### src/rtl/hbif_pkg.sv
// Shared constants and controller/datapath interface types for the
// hash bucket insert-or-find block. No dependencies.
package hbif_pkg;

    // Default table geometry
    localparam int DEF_BUCKETS  = 1024;
    localparam int DEF_WAYS     = 8;
    localparam int DEF_KEY_BITS = 64;

    // Fixed port widths
    localparam int HASH_W = 32;
    localparam int KEY_W  = 64;

    // Remainder unit: reciprocal multiply, then multiply and subtract
    localparam int DIV_CYCLES = 2;
    localparam int DIV_CNT_W  = $clog2(DIV_CYCLES);

    // Commands from controller to datapath
    typedef struct packed {
        logic clear_step;   // zero one bucket fill count
        logic capture;      // take in a new transfer
        logic div_step;     // advance the bucket remainder
        logic read;         // read fill count and bucket row
        logic resolve;      // compare, report and append
    } t_cmd;

    // Status from datapath to controller
    typedef struct packed {
        logic clear_last;   // final bucket of the clearing pass
        logic need_div;     // bucket count is not a power of two
        logic div_last;     // final remainder step
    } t_status;

endpackage

### src/rtl/hbif_ctrl.sv
// Controller FSM for the hash bucket insert-or-find block.
// Depends on hbif_pkg for the command and status types.
module hbif_ctrl (
    input  logic              i_clk,
    input  logic              i_rst_n,
    input  logic              start,
    output logic              busy,
    input  hbif_pkg::t_status i_status,
    output hbif_pkg::t_cmd    o_cmd
);
    import hbif_pkg::*;

    typedef enum logic [4:0] {
        S_CLEAR = 5'b00001,
        S_IDLE  = 5'b00010,
        S_DIV   = 5'b00100,
        S_READ  = 5'b01000,
        S_CMP   = 5'b10000
    } t_state;

    t_state r_state;
    t_state n_state;
    logic   accept;

    // Accept a transfer when idle or while resolving the previous one
    assign busy   = !((r_state == S_IDLE) || (r_state == S_CMP));
    assign accept = start && !busy;

    // Next state and commands
    always_comb begin
        n_state          = r_state;
        o_cmd            = '0;
        o_cmd.capture    = accept;
        case (r_state)
            S_CLEAR: begin
                o_cmd.clear_step = 1'b1;
                if (i_status.clear_last) n_state = S_IDLE;
            end
            S_IDLE: begin
                if (accept) n_state = i_status.need_div ? S_DIV : S_READ;
            end
            S_DIV: begin
                o_cmd.div_step = 1'b1;
                if (i_status.div_last) n_state = S_READ;
            end
            S_READ: begin
                o_cmd.read = 1'b1;
                n_state    = S_CMP;
            end
            S_CMP: begin
                o_cmd.resolve = 1'b1;
                if (accept) n_state = i_status.need_div ? S_DIV : S_READ;
                else        n_state = S_IDLE;
            end
            default: begin
                n_state = S_CLEAR;
            end
        endcase
    end

    // State register, clearing pass runs after reset
    always_ff @(posedge i_clk) begin
        if (!i_rst_n) r_state <= S_CLEAR;
        else          r_state <= n_state;
    end

endmodule

### config.mk
export PLATFORM = sky130hd
export DESIGN_NAME = hbif_ctrl
export DESIGN_NICKNAME = d
export VERILOG_FILES = /design/src/rtl/hbif_pkg.sv /design/src/rtl/hbif_ctrl.sv
export SDC_FILE = /design/constraint.sdc
export NUM_CORES = 1
export LEC_CHECK = 0
export BUFFER_PORTS_ARGS = -buffer_cell sky130_fd_sc_hd__buf_2
export CAP_MARGIN = 25
export CORE_AREA = 3 3 40 42
export CTS_BUF_LIST = sky130_fd_sc_hd__clkbuf_2
export CTS_CLUSTER_SIZE = 25
export DETAILED_ROUTE_END_ITERATION = 6
export DIE_AREA = 0 0 43 45
export PLACE_DENSITY = 0.56
export SYNTH_ARGS = -nofsm -noshare
export SYNTH_HDL_FRONTEND = slang
export SYNTH_SLANG_ARGS = --single-unit
### constraint.sdc
create_clock -name i_clk -period 1.36 [get_ports i_clk]
set_clock_uncertainty 0.05 [all_clocks]
set_input_delay 0.136 -clock i_clk [delete_from_list [all_inputs] [get_ports i_clk]]
set_output_delay 0.136 -clock i_clk [all_outputs]
set_load 0.02 [all_outputs]
After elaboration in Yosys (flattened, before gate mapping):

Cells that the tools add are included.

* logic and storage cells: 23
* output and inout port bits: 6
* register bits after elaboration: 5
* bits of input ports: 6

* equality and inequality tests: 8
* reductions and logical operators: 4
* mux-type cells: 10

Operators with widths (count)
* 5-bit case mux with 5 select lines: 1
* 5-bit two-way mux: 3
* 4-bit two-way mux: 2
* 2-bit inequality test, second input constant: 3
* 5-bit by 1-bit == test with 1-bit output, second input constant: 1
* 5-bit by 2-bit == test with 1-bit output, second input constant: 1
* 5-bit by 3-bit == test with 1-bit output, second input constant: 1
* 5-bit by 4-bit == test with 1-bit output, second input constant: 1
* 5-bit == test, second input constant: 1
* 1-bit two-way mux: 4
* 3-bit AND reduction: 1
* 1-bit logical AND: 1
* 1-bit logical NOT: 1
* 1-bit logical OR: 1

Logic depth before layout (Yosys ltp):

Gate-level depths: netlist of the first run.

* depth in word-level cells: 5
* depth in mapped cells: 5
* depth with buffers taken out: 5

Worst setup path after synthesis of the first run:

Ideal clock, no wire load.

* kind: reg-to-output
* from: register r_state[2]
* to: output port o_cmd[3] (netlist bit)
* arrival time: 1.550 ns
* required time: 1.174 ns
* buffers on the path: 1
* slack: -0.376 ns
* cell stages (with the launch flop): 6
* path through: dfxtp_1 -> or3_4 -> nor2_1 -> nor2_1 -> nor2_1 -> buf_4

* word-level cells in the longest chain between the ends: 3
* elaborated cells on any way between the ends: 4
* classes of those cells: eq/ne (2); reduce/logical (2)

RTL lines
* start: declaration: line hbif_ctrl.sv:21 `t_state r_state;`
* start signal: assignment: line hbif_ctrl.sv:64 `else r_state <= n_state;`
* 5-bit by 2-bit == test with 1-bit output or 5-bit == test (tied branches): line hbif_ctrl.sv:26 `assign busy = !((r_state == S_IDLE) || (r_state == S_CMP));`
* 1-bit logical OR *: line hbif_ctrl.sv:26
* 1-bit logical AND *: line hbif_ctrl.sv:27 `assign accept = start && !busy;`
* end: declaration: line hbif_ctrl.sv:9 `output hbif_pkg::t_cmd o_cmd`

Mark *: on every way between the ends. The rest lies on a longest branch, timed or not.

Worst setup path in the final report of the first run:

* from: register r_state[2]
* to: register r_state[2]

* word-level cells in the longest chain between the ends: 5
* elaborated cells on any way between the ends: 13
* classes of those cells: eq/ne (8); mux (2); reduce/logical (3)

RTL lines (line)
* 5-bit by 2-bit == test with 1-bit output or 5-bit == test (tied branches): hbif_ctrl.sv:26, hbif_ctrl.sv:34
* 1-bit logical OR: hbif_ctrl.sv:26
* 1-bit logical AND: hbif_ctrl.sv:27
* 4-bit two-way mux or 2-bit inequality test (tied branches)
* 5-bit case mux with 5 select lines or 3-bit AND reduction (tied branches)

Parallel ways exist; a longest one is shown, timed or not.
A chain may end at the register's enable or synchronous reset.

==> flow_summary.toml, run 1 <==
[run_status]
outcome = "complete, but fails checks"
violations = "negative setup slack"

[sta]
post-route-period-util_pct = 120
min_period_ns = 1.64
fmaxAchievable_ghz = 0.610
finalWorstSetupSlack_ns = -0.278
tightest_slew_ns = 0.242
hold_violations = 0
report.final.setup_viol = 6
slew_headroom_pct = 83.8
drv_slew = 0
rsz0062_at_grt = "yes"

[synth]
yosys.area_share.adder_pct = 0
yosys.area_share.simple_pct = 30.5
synth_top_flop_cell = "dfxtp_1"
synth-xor-area-share_pct = 2.63
syn_area_sq_um = 333
synth_top_family_by_area = "simple AND/OR/NAND/NOR gates"
synth_warnings = 0
yosysUniqueCellTypes = 21
synth_nets = 47
synth-compound-area-share_pct = 30.1
synth_mux_area_share_pct = 0
syn_avg_cell_area_sq_um = 8.12
synthArstFlopShare_pct = 0
synth_edf_count = 0
synth-seq-cells = 5
yosysSeqAreaShare_pct = 30.1
syn_inst = 41

[setup_path]
cp-start-kind = "register"
worstSetupPathType = "register to register"
crit_required_ns = 1.42
arrival_ns = 1.70
critPathBufInv = 1
cpPeakStageDelay_ns = 0.41
path_cells = "or3_4 > buf_4 > or3_4 > o211a_1 > o21a_1"
cp_slowest_cell = "or3_4"
cp_top_family = "simple AND/OR/NAND/NOR gates"
end_kind = "register"
cp_common_cell = "or3_4"
worstPathMaxFanout = 3

[flow_run]
drv_cap = 0

[route]
dr_total_vias = 392
ant_nets = 0
drt-initial-drc-count = 3
via_per_inst = 4.90
wl_per_cell_microns = 11.4
dr.pass1.iters = 2
remaining_drc_errors = 0
routed_wl_microns = 908

[clocking]
cts_buffer_depth = 2
cts_inserted_buffers = 3
clkSinkCount = 5
cts_tree = "done"
clockRootBuffer = "clkbuf_2"
path_clk_slew_ns = 0.06
clock_latency_ns = 0.21
h-tree-depth = 1

[grt]
grt_overflow = 0
grt_max_degree = 7
grt_pass1_vias = 372
grtUsageTotal_pct = 10.6
grt_pass1_wl_microns = 1500
antenna_found_initial = 0

[layout]
drive_gt1_share_pct = 67.7
fin_cells = 80
reg.largest.list = "r_state: 5 flops"
antenna_cells = 0
regMostFlops = "r_state"
area_delta_synth_final_pct = 78.6
final_cell_mix = "8 x buf_4, 7 x buf_6, 6 x buf_2"
final_area_sq_um = 594
final_common_cell = "buf_4"
fin_nets = 72
largest_reg_flops = 5

[floorplanning]
dieWidth_microns = 43
pin_count = 12
core.rowCount = 13
die_area_sq_um = 1940
die_h_microns = 45
start_util_pct = 25.9
core_sq_um = 1280

[placement]
dpl_worst_slack_ns = -0.111
dp.cells = 73
gp_congestion = 0.782
dp_hpwl_microns = 689
numPortBuffers = 11
placed_area_sq_um = 468

[hold_path]
hold_path_class = "primary input to register"

[power]
p_leak_nw = 0.281
p_total_w = 0.00119
power_density_nw_per_um2 = 1990
vdd_drop_max_mv = 0.924
==> area by class of cell <==
type | instances | area [sq um]
Fill cell | 136 | 691
Multi-Input combinational cell | 31 | 265
Timing Repair Buffer | 21 | 169
Sequential cell | 5 | 106
Clock buffer | 4 | 20.0
Tap cell | 15 | 18.8
Inverter | 4 | 15.0
==> power by group <==
part	switching [W]	internal, W	total, W
registers	0.0000438	0.000198	0.000242
clock network	0.0000613	0.0000779	0.000139
logic	0.000367	0.000437	0.000804
==> cells in the mapped netlist (2+ instances only) <==
library cell | instances | share of area (%)
nor2_1 | 7 | 7.9
dfxtp_1 | 5 | 30
o31ai_1 | 2 | 4.5
or3_1 | 2 | 3.8
nand2b_1 | 2 | 3.8
inv_1 | 4 | 4.5
o211a_1 | 2 | 6.0
o21a_1 | 2 | 4.5
nand3_1 | 3 | 4.5
==> metal layers <==
| layer | global-route usage [%] | vias to the layer above | part of all wire, % |
|---|---|---|---|
| met5 | 0 | - | 0 |
| met4 | 3.61 | 0 | 0 |
| met1 | 11.3 | 190 | 42 |
| li1 | - | 197 | - |
| met3 | 3.98 | 0 | 3.7 |
| met2 | 19.2 | 5 | 54 |
==> cell families (layout without fill, tap and decap cells) <==
family | Yosys count | in the layout
flip-flops | 5 | 5
XOR/XNOR | 1 | 1
AND/OR/NAND/NOR | 18 | 18
buffers and inverters | 5 | 29
AO/OA/AOI/OAI | 12 | 12
==> timing repair <==
action                     in CTS  in global routing
resized for setup               6                 21
setup endpoints to repair       8                 10
hold buffers                    0                  0
pin swaps                       2                  2
setup buffers                   3                  0
==> path summary, 6_finish.rpt <==
| kind | startpoint | to | slack, ns | depth (start not counted) |
|---|---|---|---|---|
| worst max-delay path | r_state[2] | r_state[2] | -0.28 | 5 |
| worst min-delay path | i_status[2] | r_state[0] | 0.12 | 2 |
| worst max register to register | r_state[2] | r_state[2] | -0.28 | 5 |
| worst min register to register | r_state[3] | r_state[1] | 0.66 | 4 |
==> per-stage QoR <==
step	util [%]	setup TNS [ns]	hold slack, ns
final	46.3	-1.40	0.118
after global routing	46.3	-1.80	0.109
after CTS	41.3	-1.45	0.109
after detailed placement	36.4	-0.354	0.344
after global placement	36.4	-0.329	0.337
after floorplan	-	-0.339	0.175
Note: power is estimated with default switching activity, not from simulation.
==> run 2: changes to the inputs <==
--- a/config.mk
+++ b/config.mk
@@ -5,6 +5,7 @@
 export SDC_FILE = /design/constraint.sdc
 export NUM_CORES = 1
 export LEC_CHECK = 0
+export ABC_AREA = 1
 export BUFFER_PORTS_ARGS = -buffer_cell sky130_fd_sc_hd__buf_2
 export CAP_MARGIN = 25
 export CORE_AREA = 3 3 40 42
==> flow_summary.toml, run 2 <==
[route]
ant_nets = 0
wl_met2_microns = 344
via_per_inst = 4.27
dr.pass1.iters = 3
wl_per_cell_microns = 8.81
top_layer = "met3"
remaining_drc_errors = 0
drt-initial-drc-count = 2
met1_length_microns = 361
routed_wl_microns = 758
dr_total_vias = 367
met3_wirelength_microns = 52

[setup_path]
cp_top_family = "simple AND/OR/NAND/NOR gates"
cp-start-kind = "register"
cp_slowest_cell = "dfxtp_4"
cpPeakStageDelay_ns = 0.36
arrival_ns = 1.17
cp_common_cell = "inv_2"
crit_required_ns = 1.17
r2r_slack_ns = 0.09
worstSetupPathType = "register to output pin"
end_kind = "output pin"
worstPathMaxFanout = 3
critPathBufInv = 3
path_cells = "inv_2 > nor2_4 > nand3_2 > nand2_2 > inv_2 > nor2_1 > buf_4"

[sta]
rsz0062_at_grt = "yes"
drv_slew = 0
slew_headroom_pct = 90.2
fin_tns_setup_ns = 0
post-route-period-util_pct = 99.8
tightest_slew_ns = 0.147
report.final.setup_viol = 0
hold_violations = 0
fmaxAchievable_ghz = 0.736
hold_ws_ns = 0.0723
min_period_ns = 1.36

[synth]
synth-seq-cells = 5
syn_inst = 52
synthArstFlopShare_pct = 0
synth_warnings = 0
syn_avg_cell_area_sq_um = 6.57
synth_area_leaders = "dfxtp_1 29%, inv_1 15%, nand3_2 12%, nor2_1 7.7%, nand4_1 7.3%"
yosysMostFrequentCell = "inv_1"
synth_top_cell_by_area = "dfxtp_1"
yosysSeqAreaShare_pct = 29.3
yosysTopAreaCellShare_pct = 29.3
synth_edf_count = 0
yosysUniqueCellTypes = 14
synth_nets = 58
syn_area_sq_um = 342
synth_top_flop_cell = "dfxtp_1"
synthTopCellsByCount = "14 x inv_1, 7 x nor2_1, 5 x dfxtp_1"

[grt]
antenna_found_initial = 0
grt_pass1_wl_microns = 1150
grtUsageTotal_pct = 8.25
grt_pass1_vias = 308
grt_max_degree = 7
grt_overflow = 0

[power]
power_density_nw_per_um2 = 1040
vdd_drop_max_mv = 0.479
p_leak_nw = 0.285
p_total_w = 0.000517

[placement]
dp_hpwl_microns = 619
gp_congestion = 0.726
placed_area_sq_um = 408
numPortBuffers = 11

[layout]
largest_reg_flops = 5
drive_gt1_share_pct = 57.7
area_delta_synth_final_pct = 45.8
antenna_cells = 0
multi_input_area_sq_um = 191
fin_nets = 78
final_common_cell = "inv_1"
reg.largest.list = "r_state: 5 flops"
register_area_sq_um = 108
regMostFlops = "r_state"
final_cell_mix = "11 x inv_1, 8 x buf_2, 8 x buf_4"
fill_cells = 143
final_area_sq_um = 498

[floorplanning]
die_h_microns = 45
dieWidth_microns = 43
core_sq_um = 1280
die_area_sq_um = 1940
core.rowCount = 13
pin_count = 12
start_util_pct = 26.6

[clocking]
cts_tree = "done"
h-tree-depth = 1
path_clk_slew_ns = 0.05
cts_buffer_depth = 2
cts_inserted_buffers = 3
clock_latency_ns = 0.21
clockRootBuffer = "clkbuf_2"
clkSinkCount = 5

[flow_run]
drv_cap = 0

[run_status]
outcome = "complete, no violations"

[hold_path]
hold_path_class = "primary input to register"
-- run 2: kinds of logic after synthesis --
group	Yosys count	share of synthesized area, %
DFF	5	29.3
buffers and inverters	17	19.8
AOI/OAI and AO/OA	3	4.39
and+or+nand+nor	27	46.5
-- run 2: report_power, final --
group / switching (W) / internal, W
logic: 0.000111 / 0.0000824
clock network: 0.0000544 / 0.0000778
registers: 0.0000232 / 0.000168
-- run 2: cell type report --
| cell class | instances | area share, % |
|---|---|---|
| Multi-Input combinational cell | 30 | 38.4 |
| Sequential cell | 5 | 21.6 |
| Timing Repair Buffer | 16 | 20.1 |
| Inverter | 16 | 12.1 |
| Clock buffer | 4 | 4.02 |
| Tap cell | 15 | 3.77 |
-- run 2: path summary, 6_finish.rpt --
check                           startpoint          to  cells after the start
worst max register to register  r_state[1]  r_state[3]                      9
worst max-delay path            r_state[1]    o_cmd[3]                      7
worst min-delay path               i_rst_n  r_state[0]                      2
worst min register to register  r_state[3]  r_state[4]                      2
-- run 2: routing by layer --
metal / vias up / track usage [%]
met1: 155 / 9.90
li1: 198 / -
met4: 0 / 3.61
met2: 14 / 12.9
met5: - / 0
met3: 0 / 3.59
-- run 2: worst reg2reg max path, cell delays in order (launching register included) --
cell and delay [ns]:
dfxtp_4 0.36, inv_2 0.04, nor2_4 0.10, nand3_2 0.09, buf_4 0.14, buf_4 0.13
nor2_2 0.09, nor2_1 0.06, nand2_2 0.07, nor2_2 0.03
-- run 2: repair_timing --
action / 4_1_cts / 5_1_grt
hold buffers: 0 / 0
pin swaps: 2 / 5
setup endpoints to repair: 2 / 4
gates resized for setup: 7 / 9
buffers inserted: 3 / 2
-- run 2: metrics by stage --
stage / utilization, % / instances / setup slack (ns)
6_report: 38.8 / 86 / 0.00212
5_1_grt: 38.8 / 86 / -0.0854
4_1_cts: 36.2 / 84 / 0.00223
3_5_place_dp: 31.7 / 77 / 0.119
3_3_place_gp: 31.7 / 77 / 0.113
2_1_floorplan: - / 52 / 0.156
